`src/ocle_pkg.sv`:
```
// shared types and constants of the ofdm ls channel equalizer
// no dependencies; used by every module of the block but ocle_ram, by scoped names

package ocle_pkg;

  localparam int SampleBits = 16;
  localparam int FracBits   = SampleBits - 2;
  localparam int ScBits     = 5;
  localparam int SymBits    = 10;
  localparam int CfgBits    = 32;
  localparam int CfgIdxBits = 2;
  localparam int CountBits  = 5;
  // magnitudes of numerators and denominators of the complex divide
  localparam int NumBits    = 2 * SampleBits;
  // quotient of num * 2^(FracBits+1) / den, kept below 8 * 2^(FracBits+1)
  localparam int QuotBits   = FracBits + 4;
  localparam int RemBits    = NumBits + 3;

  localparam logic [ScBits-1:0] DcIndex  = ScBits'(16);
  localparam logic [ScBits-1:0] LowDead  = ScBits'(3);
  localparam logic [ScBits-1:0] HighDead = ScBits'(29);

  typedef enum logic [CfgIdxBits-1:0] {
    CfgTrainingSymbols = 2'd0,
    CfgPilotLow        = 2'd1,
    CfgPilotHigh       = 2'd2,
    CfgSignMask        = 2'd3
  } cfg_idx_e;

  typedef enum logic [2:0] {
    StIdle,
    StRead,
    StSum,
    StStart,
    StDiv,
    StWrite,
    StOut
  } state_e;

  typedef struct packed {
    logic signed [SampleBits-1:0] sample_re;
    logic signed [SampleBits-1:0] sample_im;
    logic [ScBits-1:0]            subcarrier;
    logic [SymBits-1:0]           symbol_number;
  } in_item_t;

  typedef struct packed {
    logic signed [SampleBits-1:0] eq_re;
    logic signed [SampleBits-1:0] eq_im;
    logic [CountBits-1:0]         data_index;
    logic                         zero_estimate;
  } out_item_t;

  typedef struct packed {
    logic load;
    logic mul;
    logic sum;
    logic div_start;
    logic wr_est;
    logic push;
  } dp_cmd_t;

  typedef struct packed {
    logic skip;
    logic training;
    logic zero;
    logic div_done;
    logic out_free;
  } dp_status_t;

endpackage

```
`src/ocle_ctrl.sv`:
```
// sequencer of the equalizer: one item at a time through read, sum, divide, write or output
// depends on ocle_pkg

module ocle_ctrl (
  input  logic                 clk_i,
  input  logic                 rst_ni,
  input  logic                 in_valid_i,
  output logic                 in_ready_o,
  input  ocle_pkg::dp_status_t status_i,
  output ocle_pkg::dp_cmd_t    cmd_o
);

  ocle_pkg::state_e state_q, state_d;

  always_ff @(posedge clk_i or negedge rst_ni) begin
    if (!rst_ni) begin
      state_q <= ocle_pkg::StIdle;
    end else begin
      state_q <= state_d;
    end
  end

  always_comb begin
    state_d    = state_q;
    cmd_o      = '0;
    in_ready_o = 1'b0;
    case (state_q)
      ocle_pkg::StIdle: begin
        in_ready_o = 1'b1;
        if (in_valid_i) begin
          cmd_o.load = 1'b1;
          state_d    = ocle_pkg::StRead;
        end
      end
      ocle_pkg::StRead: begin
        if (status_i.skip) begin
          state_d = ocle_pkg::StIdle;
        end else begin
          cmd_o.mul = 1'b1;
          state_d   = ocle_pkg::StSum;
        end
      end
      ocle_pkg::StSum: begin
        cmd_o.sum = 1'b1;
        state_d   = ocle_pkg::StStart;
      end
      ocle_pkg::StStart: begin
        if (!status_i.training && status_i.zero) begin
          state_d = ocle_pkg::StOut;
        end else begin
          cmd_o.div_start = 1'b1;
          state_d         = ocle_pkg::StDiv;
        end
      end
      ocle_pkg::StDiv: begin
        if (status_i.div_done) begin
          state_d = status_i.training ? ocle_pkg::StWrite : ocle_pkg::StOut;
        end
      end
      ocle_pkg::StWrite: begin
        cmd_o.wr_est = 1'b1;
        state_d      = ocle_pkg::StIdle;
      end
      ocle_pkg::StOut: begin
        if (status_i.out_free) begin
          cmd_o.push = 1'b1;
          state_d    = ocle_pkg::StIdle;
        end
      end
      default: state_d = ocle_pkg::StIdle;
    endcase
  end

endmodule

```
`config.mk`:
```
export PLATFORM = sky130hd
export DESIGN_NAME = ocle_ctrl
export DESIGN_NICKNAME = d
export VERILOG_FILES = /design/src/ocle_pkg.sv /design/src/ocle_ctrl.sv
export SDC_FILE = /design/constraint.sdc
export NUM_CORES = 1
export LEC_CHECK = 0
export ABC_CLOCK_PERIOD_IN_PS = 2700
export BUFFER_PORTS_ARGS = -buffer_cell sky130_fd_sc_hd__buf_2
export CORE_AREA = 2 2 39 41
export CTS_CLUSTER_DIAMETER = 50
export DETAILED_ROUTE_END_ITERATION = 10
export DIE_AREA = 0 0 41 43
export PLACE_DENSITY_LB_ADDON = 0.15
export SLEW_MARGIN = 20
export SYNTH_ARGS = -nofsm -noshare
export SYNTH_HDL_FRONTEND = slang
export SYNTH_SLANG_ARGS = --single-unit
```
`constraint.sdc`:
```
create_clock -name clk_i -period 2.7 [get_ports clk_i]
set_clock_uncertainty 0.15 [all_clocks]
set_input_delay 0.405 -clock clk_i [delete_from_list [all_inputs] [get_ports clk_i]]
set_output_delay 0.405 -clock clk_i [all_outputs]
set_load 0.01 [all_outputs]
```
==> flow_summary.json <==
{
  "dpl_cell_area_um2": 316.6,
  "worst_setup_path_start_kind": "flip-flop",
  "drv_cap": 0,
  "worstMarginPinSlew_ns": 0.3314,
  "clk_latency_ns": 0.24,
  "multi_input_area_um2": 151.4,
  "drc": 0,
  "clk_path_buf_depth": 2,
  "ioPinCount": 15,
  "ys_seq_area_frac": 0.3093,
  "gp_congestion": 0.7195,
  "setup_tns_ns": 0,
  "cts.sinks": 3,
  "port_buffers": 14,
  "antenna_found_initial": 0,
  "power_density_mw_per_mm2": 979.7,
  "crit_fanout": 7,
  "via_count": 251,
  "viasPerCell": 4.183,
  "slew_violations": 0,
  "antenna_cells": 0,
  "wl_per_cell_um": 9.600,
  "drive_gt1_frac": 0.4545,
  "fmax_ghz": 0.5566,
  "end_kind": "output port",
  "reg_top3": "state_q x3",
  "drtIter0Drc": 2,
  "max-slew-margin-rel": 0.7791,
  "yosysWarnings": 0,
  "cts_root_buf": "clkbuf_4",
  "ant_nets": 0,
  "worstPathArrival_ns": 1.24,
  "leakagePower_nw": 0.1801,
  "finalCritPeriodShare": 0.6654,
  "critPathKind": "flip-flop to output port",
  "ys_seq_elements": 3,
  "largest_reg_flops": 3,
  "numCtsBuffers": 3,
  "wl_um": 576,
  "final_nets": 53,
  "grt_max_degree": 12,
  "row_count": 14,
  "setup_viol": 0,
  "cp.required_ns": 2.14,
  "hold_viol_final": 0,
  "h-tree-depth": 1,
  "cts_setup_buffers": 0,
  "fin_util": 0.2550,
  "die_height_um": 43,
  "holdWs_ns": 0.3248,
  "ir_drop_uv": 265.7,
  "path_clk_slew_ns": 0.04,
  "syn_to_final_growth_pct": 45.36,
  "synth_area_um2": 242.7,
  "period_minus_slack_ns": 1.796,
  "fillers": 159,
  "min_path_type": "primary input to flip-flop",
  "ys_types": 18,
  "die_w_um": 41,
  "status": "finished, final reports clean",
  "avgSynthCellArea_um2": 8.990,
  "fin_area_um2": 352.8,
  "gr-total-overflow": 0,
  "initial_core_util": 0.1754,
  "syn_inst": 27,
  "dr.pass1.iters": 2,
  "rsz0062_at_grt": "false",
  "cts_tree": "built",
  "top_register": "state_q",
  "grt_pass1_wl_um": 1000,
  "core-area_mm2": 0.001384,
  "seq_area_um2": 75.07,
  "track_usage": 0.09155,
  "die_area_mm2": 0.001763,
  "synthesis.nets": 35,
  "grt_pass1_vias": 223
}
==> per-layer routing <==
| metal | global-route usage | vias up | part of all wire |
|---|---|---|---|
| met5 | 0 | - | 0 |
| met4 | 0.08000 | 0 | 0.023 |
| met3 | 0.04712 | 2 | 0.069 |
| met2 | 0.1281 | 11 | 0.50 |
| met1 | 0.09385 | 109 | 0.40 |
| li1 | - | 129 | - |
==> area by class of cell <==
| cell class | count | share of cell area |
|---|---|---|
| tap | 16 | 0.05674 |
| clock buffer | 4 | 0.07447 |
| timing repair buffer | 15 | 0.2270 |
| multi-input combinational | 22 | 0.4291 |
| sequential | 3 | 0.2128 |
==> worst paths after layout <==
kind | from | to | slack, ns | cells after the start
worst max-delay path | state_q[0] | cmd_o[4] | 0.90 | 3
worst min-delay path | status_i[1] | state_q[0] | 0.32 | 3
worst max register to register | state_q[1] | state_q[1] | 1.52 | 3
worst min register to register | state_q[0] | state_q[0] | 0.44 | 1
max in group asynchronous | rst_ni | state_q[1] | 1.96 | 2
min in group asynchronous | rst_ni | state_q[0] | 0.34 | 2
==> synthesized netlist by cell type, drive strengths merged <==
cell,instances,area (um2)
nand2,2,7.510
nor3,3,20.02
and3b,1,8.760
a211oi,1,7.510
and2,1,6.260
nand3b,1,20.02
nand2b,2,12.51
nor2b,3,18.77
dfrtp,3,75.07
nor3b,2,20.02
o22ai,2,12.51
nor2,2,7.510
a21oi,1,5.000
buf,2,16.26
o21ai,1,5.000
==> placed cells by master (no fill, tap or decap) <==
master	Yosys	layout
nor3b_1	1	1
buf_2	1	14
clkbuf_1	0	1
dlygate4sd3_1	0	1
nor3b_2	1	1
nor2_1	2	2
and3b_1	1	1
nor3_2	1	1
nor2b_1	3	3
nand2b_1	2	2
o21ai_1	1	1
nand3b_4	1	1
clkbuf_4	0	3
o22ai_1	2	2
dfrtp_1	3	3
and2_1	1	1
nand2_1	2	2
nor3_1	2	2
a211oi_1	1	1
a21oi_1	1	1
==> what timing repair did <==
action	in CTS	in global routing
hold buffers	1	0
resized for setup	0	0
hold endpoints to repair	3	0
==> report_power, final <==
group	leakage [nW]	total, mW	switching [mW]	internal [mW]
sequential	0.0376	0.116	0.0512	0.0653
clock	0.0150	0.0816	0.0261	0.0556
combinational	0.127	0.148	0.0648	0.0827
total	0.180	0.346	0.142	0.204
==> critical path: stages (launching register included) <==
cell and delay (ns):
dfrtp_1 0.46, nor2b_1 0.21, nor3b_2 0.18, buf_2 0.15
==> cells by family (layout without fill, tap and decap cells) <==
logic type,Yosys count,after routing,synth area share
AO/OA/AOI/OAI,5,5,0.1237
buffers and inverters,2,19,0.06699
flip-flops,3,3,0.3093
AND/OR/NAND/NOR,17,17,0.5001
==> stage by stage <==
step | setup slack [ns] | total power [mW] | std cells
3_5_place_dp | 1.145 | 0.2668 | 55
3_3_place_gp | 1.188 | 0.2656 | 55
2_1_floorplan | 1.176 | 0.2270 | 27
5_1_grt | 0.7783 | 0.3776 | 60
4_1_cts | 0.8710 | 0.3541 | 60
6_report | 0.9035 | 0.3457 | 60
(Power assumes the default switching activity.)
